**config.mk**
```make
export PLATFORM = sky130hd
export DESIGN_NAME = frame_pair_covariance_flat
export DESIGN_NICKNAME = d
export VERILOG_FILES = /design/src/fpc_pkg.sv /design/src/fpc_if.sv /design/src/fpc_ram.sv /design/src/frame_pair_covariance.sv /design/src/flat_wrapper.sv
export SDC_FILE = /design/constraint.sdc
export NUM_CORES = 2
export LEC_CHECK = 0
export BUFFER_PORTS_ARGS = -buffer_cell sky130_fd_sc_hd__buf_2
export CAP_MARGIN = 20
export CORE_AREA = 2 2 376 750
export CTS_CLUSTER_DIAMETER = 30
export CTS_CLUSTER_SIZE = 28
export DETAILED_ROUTE_END_ITERATION = 8
export DIE_AREA = 0 0 378 752
export PLACE_DENSITY = 0.56
export SETUP_SLACK_MARGIN = 0.05
export SYNTH_ARGS = -nofsm -noshare
export SYNTH_HDL_FRONTEND = slang
export SYNTH_SLANG_ARGS = --single-unit
```
**constraint.sdc**
```tcl
create_clock -name i_clk -period 8.9 [get_ports i_clk]
set_input_delay 0 -clock i_clk [delete_from_list [all_inputs] [get_ports i_clk]]
set_output_delay 0 -clock i_clk [all_outputs]
set_load 0.01 [all_outputs]
```
**src/fpc_pkg.sv**
```systemverilog
`default_nettype none

package fpc_pkg;

    localparam int SAMPLE_W    = 16;
    localparam int DIFF_W      = 17;
    localparam int PROD_W      = 34;
    localparam int COV_W       = 33;
    localparam int IDX_W       = 6;
    localparam int LEN_W       = 7;
    localparam int MAX_LEN_DEF = 64;

    localparam logic [LEN_W-1:0] LEN_RESET = LEN_W'(6);

    typedef logic signed [SAMPLE_W-1:0] t_sample;
    typedef logic signed [DIFF_W-1:0]   t_diff;
    typedef logic signed [COV_W-1:0]    t_cov;
    typedef logic [IDX_W-1:0]           t_idx;
    typedef logic [LEN_W-1:0]           t_len;

endpackage

`default_nettype wire

```
**src/fpc_if.sv**
```systemverilog
`default_nettype none

interface fpc_cfg_if;
    import fpc_pkg::*;

    logic valid;
    logic ready;
    t_len frame_length;

    modport source (output valid, frame_length, input ready);
    modport sink   (input valid, frame_length, output ready);
endinterface

interface fpc_in_if;
    import fpc_pkg::*;

    logic    valid;
    logic    ready;
    t_sample sample;

    modport source (output valid, sample, input ready);
    modport sink   (input valid, sample, output ready);
endinterface

interface fpc_out_if;
    import fpc_pkg::*;

    logic valid;
    logic ready;
    t_cov cov_value;
    t_idx row_index;
    t_idx col_index;
    logic last_in_row;
    logic frame_done;

    modport source (output valid, cov_value, row_index, col_index, last_in_row, frame_done,
                    input ready);
    modport sink   (input valid, cov_value, row_index, col_index, last_in_row, frame_done,
                    output ready);
endinterface

`default_nettype wire

```
**src/fpc_ram.sv**
```systemverilog
`default_nettype none

module fpc_ram #(
    parameter int WIDTH = fpc_pkg::SAMPLE_W,
    parameter int DEPTH = fpc_pkg::MAX_LEN_DEF
) (
    input  logic                                          i_clk,
    input  logic                                          i_we,
    input  logic [((DEPTH > 1) ? $clog2(DEPTH) : 1)-1:0] i_waddr,
    input  logic [WIDTH-1:0]                              i_wdata,
    input  logic                                          i_re,
    input  logic [((DEPTH > 1) ? $clog2(DEPTH) : 1)-1:0] i_raddr,
    output logic [WIDTH-1:0]                              o_rdata
);
    import fpc_pkg::*;

    logic [WIDTH-1:0] r_mem [DEPTH];
    logic [WIDTH-1:0] r_rdata;

    always_ff @(posedge i_clk) begin
        if (i_we) begin
            r_mem[i_waddr] <= i_wdata;
        end
        if (i_re) begin
            r_rdata <= r_mem[i_raddr];
        end
    end

    assign o_rdata = r_rdata;

endmodule

`default_nettype wire

```
**src/frame_pair_covariance.sv**
```systemverilog
// Channel   Dir  Payload                                         Transfer
// i_cfg     in   frame_length                                    valid & ready
// i_in      in   sample                                          valid & ready
// o_out     out  cov_value row_index col_index last_in_row       valid & ready
//                frame_done
//
// Element i goes through the transfer, the previous-frame read and the first
// difference read, then gives i+1 results, one result per cycle while o_out
// is not stalled, from the single shared 17x17 multiplier.
// Reset is synchronous; a result waiting in the output register holds under
// back-pressure while the multiplier and the difference read halt with it.
`default_nettype none

module frame_pair_covariance #(
    parameter int MAX_LEN = fpc_pkg::MAX_LEN_DEF
) (
    input  logic       i_clk,
    input  logic       i_rst_n,
    fpc_cfg_if.sink    i_cfg,
    fpc_in_if.sink     i_in,
    fpc_out_if.source  o_out
);
    import fpc_pkg::*;

    localparam int   AW        = (MAX_LEN > 1) ? $clog2(MAX_LEN) : 1;
    localparam t_len MAX_LEN_L = LEN_W'(MAX_LEN);

    localparam logic [1:0] S_IDLE = 2'd0;
    localparam logic [1:0] S_PREV = 2'd1;
    localparam logic [1:0] S_COL  = 2'd2;

    logic [1:0]    r_state;
    t_len          r_len;
    logic [AW-1:0] r_elem;
    logic          r_first;
    logic [AW-1:0] r_row;
    logic          r_fend;
    logic          r_zero_d;
    t_sample       r_sample;
    t_diff         r_d;
    logic [AW-1:0] r_issue;
    logic          r_issue_done;
    logic          r_have;
    logic [AW-1:0] r_col;

    logic          r_ovalid;
    t_cov          r_cov;
    t_idx          r_orow;
    t_idx          r_ocol;
    logic          r_olast;
    logic          r_ofdone;

    t_len                     eff_len;
    t_len                     next_pos;
    logic                     frame_end;
    logic                     in_acc;
    logic                     cfg_acc;
    logic                     load;
    logic                     issue;
    logic                     col_last;
    logic [SAMPLE_W-1:0]      prev_rd;
    logic [DIFF_W-1:0]        diff_rd;
    t_diff                    d_new;
    logic signed [PROD_W-1:0] prod;

    assign in_acc  = i_in.valid && i_in.ready;
    assign cfg_acc = i_cfg.valid && i_cfg.ready;

    always_comb begin
        if (r_len == '0) begin
            eff_len = LEN_W'(1);
        end else if (r_len > MAX_LEN_L) begin
            eff_len = MAX_LEN_L;
        end else begin
            eff_len = r_len;
        end
    end

    assign next_pos  = LEN_W'(r_elem) + LEN_W'(1);
    assign frame_end = (next_pos >= eff_len);

    assign d_new = r_zero_d ? '0
                            : (DIFF_W'($signed(prev_rd)) - DIFF_W'(r_sample));

    assign load     = (r_state == S_COL) && r_have && (!r_ovalid || o_out.ready);
    assign issue    = (r_state == S_COL) && !r_issue_done && (!r_have || load);
    assign col_last = (r_col == r_row);
    assign prod     = r_d * $signed(diff_rd);

    fpc_ram #(
        .WIDTH (SAMPLE_W),
        .DEPTH (MAX_LEN)
    ) u_prev_ram (
        .i_clk   (i_clk),
        .i_we    (r_state == S_PREV),
        .i_waddr (r_row),
        .i_wdata (r_sample),
        .i_re    (in_acc),
        .i_raddr (r_elem),
        .o_rdata (prev_rd)
    );

    fpc_ram #(
        .WIDTH (DIFF_W),
        .DEPTH (MAX_LEN)
    ) u_diff_ram (
        .i_clk   (i_clk),
        .i_we    (r_state == S_PREV),
        .i_waddr (r_row),
        .i_wdata (d_new),
        .i_re    (issue),
        .i_raddr (r_issue),
        .o_rdata (diff_rd)
    );

    always_ff @(posedge i_clk) begin
        if (!i_rst_n) begin
            r_state      <= S_IDLE;
            r_len        <= LEN_RESET;
            r_elem       <= '0;
            r_first      <= 1'b1;
            r_have       <= 1'b0;
            r_issue_done <= 1'b0;
            r_ovalid     <= 1'b0;
        end else begin
            if (cfg_acc) begin
                r_len <= i_cfg.frame_length;
            end

            unique case (r_state)
                S_IDLE: begin
                    if (in_acc) begin
                        r_sample <= i_in.sample;
                        r_row    <= r_elem;
                        r_fend   <= frame_end;
                        r_zero_d <= r_first;
                        if (frame_end) begin
                            r_elem  <= '0;
                            r_first <= 1'b0;
                        end else begin
                            r_elem <= r_elem + AW'(1);
                        end
                        r_state <= S_PREV;
                    end
                end
                S_PREV: begin
                    r_d          <= d_new;
                    r_issue      <= '0;
                    r_issue_done <= 1'b0;
                    r_have       <= 1'b0;
                    r_state      <= S_COL;
                end
                S_COL: begin
                    if (issue) begin
                        r_col  <= r_issue;
                        r_have <= 1'b1;
                        if (r_issue == r_row) begin
                            r_issue_done <= 1'b1;
                        end else begin
                            r_issue <= r_issue + AW'(1);
                        end
                    end else if (load) begin
                        r_have <= 1'b0;
                    end
                    if (load && col_last) begin
                        r_state <= S_IDLE;
                    end
                end
                default: begin
                    r_state <= S_IDLE;
                end
            endcase

            if (load) begin
                r_ovalid <= 1'b1;
            end else if (o_out.ready) begin
                r_ovalid <= 1'b0;
            end
        end
    end

    always_ff @(posedge i_clk) begin
        if (load) begin
            r_cov    <= prod[COV_W-1:0];
            r_orow   <= IDX_W'(r_row);
            r_ocol   <= IDX_W'(r_col);
            r_olast  <= col_last;
            r_ofdone <= col_last && r_fend;
        end
    end

    assign i_cfg.ready       = 1'b1;
    assign i_in.ready        = (r_state == S_IDLE);
    assign o_out.valid       = r_ovalid;
    assign o_out.cov_value   = r_cov;
    assign o_out.row_index   = r_orow;
    assign o_out.col_index   = r_ocol;
    assign o_out.last_in_row = r_olast;
    assign o_out.frame_done  = r_ofdone;

endmodule

`default_nettype wire

```
**src/flat_wrapper.sv**
```systemverilog
// flat-port wrapper written by rule: the top's interface ports become plain ports
module frame_pair_covariance_flat import fpc_pkg::*;
#(
    parameter int MAX_LEN = fpc_pkg::MAX_LEN_DEF
)
  (i_clk, i_rst_n, i_cfg_valid, i_cfg_frame_length, i_cfg_ready, i_in_valid, i_in_sample, i_in_ready, o_out_valid, o_out_cov_value, o_out_row_index, o_out_col_index, o_out_last_in_row, o_out_frame_done, o_out_ready);
  fpc_cfg_if i_cfg_i ();
  fpc_in_if i_in_i ();
  fpc_out_if o_out_i ();
  input  logic i_clk;
  input  logic i_rst_n;
  input wire logic [$bits(i_cfg_i.valid)-1:0] i_cfg_valid;
  input wire logic [$bits(i_cfg_i.frame_length)-1:0] i_cfg_frame_length;
  output wire logic [$bits(i_cfg_i.ready)-1:0] i_cfg_ready;
  input wire logic [$bits(i_in_i.valid)-1:0] i_in_valid;
  input wire logic [$bits(i_in_i.sample)-1:0] i_in_sample;
  output wire logic [$bits(i_in_i.ready)-1:0] i_in_ready;
  output wire logic [$bits(o_out_i.valid)-1:0] o_out_valid;
  output wire logic [$bits(o_out_i.cov_value)-1:0] o_out_cov_value;
  output wire logic [$bits(o_out_i.row_index)-1:0] o_out_row_index;
  output wire logic [$bits(o_out_i.col_index)-1:0] o_out_col_index;
  output wire logic [$bits(o_out_i.last_in_row)-1:0] o_out_last_in_row;
  output wire logic [$bits(o_out_i.frame_done)-1:0] o_out_frame_done;
  input wire logic [$bits(o_out_i.ready)-1:0] o_out_ready;
  assign i_cfg_i.valid = i_cfg_valid;
  assign i_cfg_i.frame_length = i_cfg_frame_length;
  assign i_cfg_ready = i_cfg_i.ready;
  assign i_in_i.valid = i_in_valid;
  assign i_in_i.sample = i_in_sample;
  assign i_in_ready = i_in_i.ready;
  assign o_out_valid = o_out_i.valid;
  assign o_out_cov_value = o_out_i.cov_value;
  assign o_out_row_index = o_out_i.row_index;
  assign o_out_col_index = o_out_i.col_index;
  assign o_out_last_in_row = o_out_i.last_in_row;
  assign o_out_frame_done = o_out_i.frame_done;
  assign o_out_i.ready = o_out_ready;
  frame_pair_covariance #(.MAX_LEN(MAX_LEN)) u_core (.i_clk(i_clk), .i_rst_n(i_rst_n), .i_cfg(i_cfg_i), .i_in(i_in_i), .o_out(o_out_i));
endmodule
```
## Word level (Yosys, flattened, before mapping)

Memories as Yosys holds them, arrays and structs flattened. A register that Yosys moved wholly into a read port is not among the register bits.
Index checks and enable logic that the tools add are counted.

| cells by class | value |
|---|---|
| $add $sub $neg | 4 |
| $mul | 1 |
| order comparisons | 2 |
| eq/ne operators | 10 |
| muxes and demuxes | 20 |
| reduce and logical (&&, ||, !) cells | 25 |

Operator list:

| kind | number |
|---|---|
| $mul A17 B17 Y33 | 1 |
| $mux W6 | 3 |
| $mux W17 | 1 |
| $sub A16 B16 Y17 | 1 |
| $mux W7 | 2 |
| $add A6 B1 Y6 const B | 2 |
| $eq A6 B6 Y1 | 2 |
| $pmux W6 S2 | 1 |
| $reduce_and A3 Y1 | 4 |
| $mux W1 | 8 |
| $ne A2 B2 Y1 const B | 4 |
| $reduce_and A2 Y1 | 4 |
| $add A6 B1 Y7 const B | 1 |
| $ge A7 B7 Y1 | 1 |
| $gt A7 B7 Y1 const B | 1 |
| $logic_and A1 B1 Y1 | 7 |
| $logic_not A7 Y1 | 1 |
| $pmux W2 S3 | 1 |
| $mux W2 | 2 |
| $pmux W1 S2 | 2 |
| $reduce_and A4 Y1 | 1 |
| $reduce_bool A2 Y1 | 2 |
| $logic_not A1 Y1 | 3 |
| $ne A3 B1 Y1 const B | 1 |
| 5 further kinds | 6 |

| storage, ports and cells | value |
|---|---|
| register bits after elaboration | 119 |
| bits in writable memories | 2,112 |
| input port bits | 28 |
| output and inout port bits | 50 |
| logic and storage cells | 83 |
| memories kept | 2 |

Memories:

| name | depth | bits a word | read ports | clocked after Yosys merged registers in | wr ports | RTL line | source |
|---|---|---|---|---|---|---|---|
| u_core.u_diff_ram.r_mem | 64 | 17 | 1 | 1 | 1 | fpc_ram.sv:17 | `logic [WIDTH-1:0] r_mem [DEPTH];` |
| u_core.u_prev_ram.r_mem | 64 | 16 | 1 | 1 | 1 | fpc_ram.sv:17 |  |

## Longest topological paths before layout

| logic depth | value |
|---|---|
| depth in word-level cells | 7 |
| gate-level depth with buffers | 24 |
| gate-level depth less buffers | 23 |

## Modules after synthesis

A second synthesis with hierarchy kept.

| unflattened totals | value |
|---|---|
| cell total of the unflattened synthesis | 5,308 |
| area total of the unflattened synthesis | 98,400.6 µm² |

By module, submodules not included:

| module | times used | cells each | area an instance (µm²) | seq. area each (µm²) |
|---|---|---|---|---|
| fpc_ram at u_core.u_diff_ram | 1 | 1,953 | 42,514.5 | 33,181.8 |
| fpc_ram at u_core.u_prev_ram | 1 | 1,829 | 40,202.3 | 31,230.0 |
| frame_pair_covariance | 1 | 1,526 | 15,683.8 | 3,383.2 |

## Worst setup path before layout

No wires, ideal clock.

| timing path | value |
|---|---|
| path type | register to register |
| start | reg u_core.r_d[16] |
| end | reg u_core.r_cov[32], in the netlist u_core.o_out.cov_value[32] (data pin) |
| arrival time | 6.131 ns |
| data required time | 8.642 ns |
| path slack | 2.512 ns |
| cell stages (with the launch flop) | 22 |
| path buffers | 2 |
| clock period less this slack | 6.388 ns |
| path through | edfxtp_1 > clkbuf_1 > clkbuf_1 > nand2_1 > inv_1 > fa_1 > fa_1 > fa_1 > fa_1 > fa_1 > inv_1 > fa_1 > inv_1 > ha_1 > o21ai_0 > nor2_1 > or4_1 > o311a_1 > o221a_2 > a311oi_2 > a21oi_2 > xnor2_1 |

| between the ends | value |
|---|---|
| cells in the longest elaborated chain, start to end | 1 |

Ends and longest elaborated chain:

| item | RTL line | source |
|---|---|---|
| from (decl) | frame_pair_covariance.sv:40 | `t_diff r_d;` |
| from (signal assigned) | frame_pair_covariance.sv:147 | `r_d <= d_new;` |
| $mul A17 B17 Y33 | frame_pair_covariance.sv:88 | `assign prod = r_d * $signed(diff_rd);` |
| named net u_core.prod[32] | frame_pair_covariance.sv:64 | `logic signed [PROD_W-1:0] prod;` |
| to (signal assigned) | frame_pair_covariance.sv:184 | `r_cov <= prod[COV_W-1:0];` |
| to (decl) | frame_pair_covariance.sv:47 | `t_cov r_cov;` |

The timed path passes the listed nets, and every way through them passes these cells.
A chain may end at the register's enable or synchronous reset.

## Worst setup path after layout

| timing path | value |
|---|---|
| start | reg u_core.u_diff_ram.r_rdata[11], in the netlist u_core.u_diff_ram.o_rdata[11], read port of u_core.u_diff_ram.r_mem |
| end | reg u_core.r_cov[32], in the netlist u_core.o_out.cov_value[32] (data pin) |

| between the ends | value |
|---|---|
| cells in the longest elaborated chain, start to end | 1 |

Ends and longest elaborated chain:

| item | RTL line | source |
|---|---|---|
| from (decl) | fpc_ram.sv:18 | `logic [WIDTH-1:0] r_rdata;` |
| $mul A17 B17 Y33 | frame_pair_covariance.sv:88 |  |
| named net u_core.prod[32] | frame_pair_covariance.sv:64 |  |

The timed path passes the listed nets, and every way through them passes these cells.

==> flow_summary.ini <==
[outcome]
status = finished clean

[clock_tree]
numCtsBuffers = 312
post_cts_buffers = 0
cts_max_level = 5
cts_resized = 0
clock_latency_ns = 0.89
cts_tree = yes
clk_pin_slew_worst_paths_ns = 0.07
clock-sinks = 2264
clockRootBuffer = clkbuf_16
clockBufferDepth = 4

[worst_setup_path]
crit_arrival_ns = 7.60
end_kind = flip-flop
path_max_fanout = 17
crit_required_ns = 9.50
cpMaxStageDelayCell = edfxtp_1
cpMostUsedCell = fa_1
path_buf_inv = 3
path_cells = nand2_1, fa_1, inv_1, fa_1, fa_1, fa_1, fa_1, inv_1, fa_1, inv_1, ha_1, a21oi_1, o21ai_0, o311a_1, o221a_2, a311oi_2, a21oi_2, xnor2_1
cpLargestDelayFamily = adder cells
crit_type = reg2reg
slowest_delay_ns = 0.87
cp-start-kind = flip-flop

[routing]
wl_um = 262000
drt-vias-per-instance = 5.19
vias = 46900
postRouteAntennaNets = 0
first_pass_iters = 5
route.detailed.drc = 0
wl_per_cell_um = 29.0
drt_iter0_markers = 3746

[placed_design]
portBuffers = 76
placedCellCount = 8382
dp_hpwl_um = 158000
gp_congestion = 0.821

[global_route]
grt_pass1_vias = 51400
grt.overflow.total = 0
grt_usage_pct = 18.5
antenna_found_initial = 4
grt_max_degree = 119
grt_first_pass_wirelength_um = 372000

[synthesis]
syn_inst = 4656
synth_area_um2 = 97000
synthesis.nets = 5086
yosysWarningCount = 0
synth_edf_count = 2245
netlist.area_leader.share_pct = 69.5
yosys_register_bits = 2264
synthTopCellsByCount = 2245 x edfxtp_1, 693 x mux4_2, 339 x inv_1
synthTopCellsByArea = edfxtp_1 70%, mux4_2 16%, fa_1 6.0%
yosysUniqueCellTypes = 71
avgSynthCellArea_um2 = 20.8
yosysSeqAreaShare_pct = 69.9
yosys.area.top_type = edfxtp_1
synthFlopType = edfxtp_1
synthMostInstantiatedCell = edfxtp_1
synthArstFlopShare_pct = 0

[timing]
min_period_ns = 7.00
worst_pin_slew_ns = 1.13
drv_slew = 0
relSlewSlack_pct = 24.6
fmax_mhz = 143
finalSetupTns_ns = 0
finClkSkew_ns = 0.0758
period_share_pct = 78.7
hold_violations = 0
rsz0062_at_grt = false
finalSetupViolations = 0
hold_slack_ns = 0.0891

[floorplanning]
die_w_um = 378
pin_count = 78
core_um2 = 278000
die_area_um2 = 284000
start_util_pct = 34.8
rows = 274
die_h_um = 752

[job]
maxCapViolCount = 0

[power]
power.density_nw_per_um2 = 287
total_power_mw = 32.8
p_leak_nw = 37.8
vdd_drop_max_mv = 0.314

[final_layout]
area_growth_pct = 18.1
num-nets-final = 5471
drive_gt1_share_pct = 29.2
final_cells = 9028
fin_util_pct = 41.1

[hold_path]
hp-class = in2reg
-- where the power goes --
part,internal [mW],leakage (nW),switching (mW)
logic,3.46,12.0,4.28
clock network,7.70,5.20,5.12
registers,12.2,20.6,0.0994
-- cells by family (layout without fill, tap and decap cells) --
group / Yosys count / after routing / share of synthesized area, %
mux: 701 / 701 / 16.2
flops: 2264 / 2264 / 69.9
compound gates: 119 / 119 / 0.848
other cells: 1 / 4 / 0.00387
buf+inv: 551 / 1194 / 2.24
fa+ha+maj: 402 / 402 / 7.44
simple gates: 554 / 554 / 2.79
xor+xnor: 64 / 64 / 0.578
-- worst paths after layout --
path                                 start                          to  slack (ns)  depth (start not counted)
max          u_core.u_diff_ram.o_rdata[11]  u_core.o_out.cov_value[32]        1.90                         18
max reg2reg  u_core.u_diff_ram.o_rdata[11]  u_core.o_out.cov_value[32]        1.90                         18
min                                i_rst_n              u_core.r_first        0.09                          3
min reg2reg                 u_core.r_first             u_core.r_zero_d        0.42                          0
-- worst register-to-register path, stage by stage (launching register included) --
cell      delay [ns]
edfxtp_1        0.87
nand2_1         0.19
fa_1            0.58
inv_1           0.06
fa_1            0.55
fa_1            0.42
fa_1            0.47
fa_1            0.50
inv_1           0.05
fa_1            0.47
inv_1           0.04
ha_1            0.36
a21oi_1         0.38
o21ai_0         0.38
o311a_1         0.52
o221a_2         0.31
a311oi_2        0.38
a21oi_2         0.10
xnor2_1         0.13
-- cells in the final DEF, fill, tap and decap left out, drive strengths merged, types with 31 or more instances in the layout --
master / count
clkinv: 89
inv: 421
a21oi: 38
clkbuf: 337
xnor2: 49
edfxtp: 2245
and2: 152
dlygate4sd3: 68
ha: 111
nor2: 122
buf: 215
fa: 291
clkinvlp: 31
mux4: 693
nand2: 179
bufinv: 33
-- timing repair --
action | CTS | global route
endpoints found under the setup margin | 0 | 0
endpoints found under the hold margin | 70 | 0
hold buffers | 68 | 0
-- per-layer routing --
layer	track usage (%)	wire length, µm	vias up
li1	-	-	19300
met1	19.7	89200	25600
met2	36.1	150000	1420
met3	2.41	11400	490
met4	7.49	11200	0
met5	0	0	-
-- sequential cells by signal, indices dropped and copies added, names as in the netlist, 7 cells and up --
signal,cells
u_core.u_diff_ram.r_mem,1088
u_core.u_prev_ram.r_mem,1024
u_core.o_out.cov_value,33
u_core.r_d,17
u_core.u_diff_ram.o_rdata,17
u_core.r_sample,16
u_core.u_prev_ram.o_rdata,16
u_core.r_len,7
-- metrics by stage --
step	area, µm²	setup WS [ns]
6_report	115000	1.90
3_3_place_gp	103000	1.78
5_1_grt	115000	1.53
3_5_place_dp	103000	1.76
4_1_cts	114000	1.73
2_1_floorplan	97000	2.51
-- area by class of cell --
| class | count | area, µm² |
|---|---|---|
| multi-input cells | 1841 | 27600 |
| clock buffers | 337 | 8010 |
| clock inverters | 235 | 2810 |
| fillers | 24600 | 164000 |
| well taps | 3726 | 4660 |
| flip-flops and latches | 2264 | 67800 |
| diodes | 3 | 7.51 |
| repair buffers | 283 | 2340 |
| inverters | 339 | 1270 |
No activity file was read; power rests on OpenSTA's default activity.
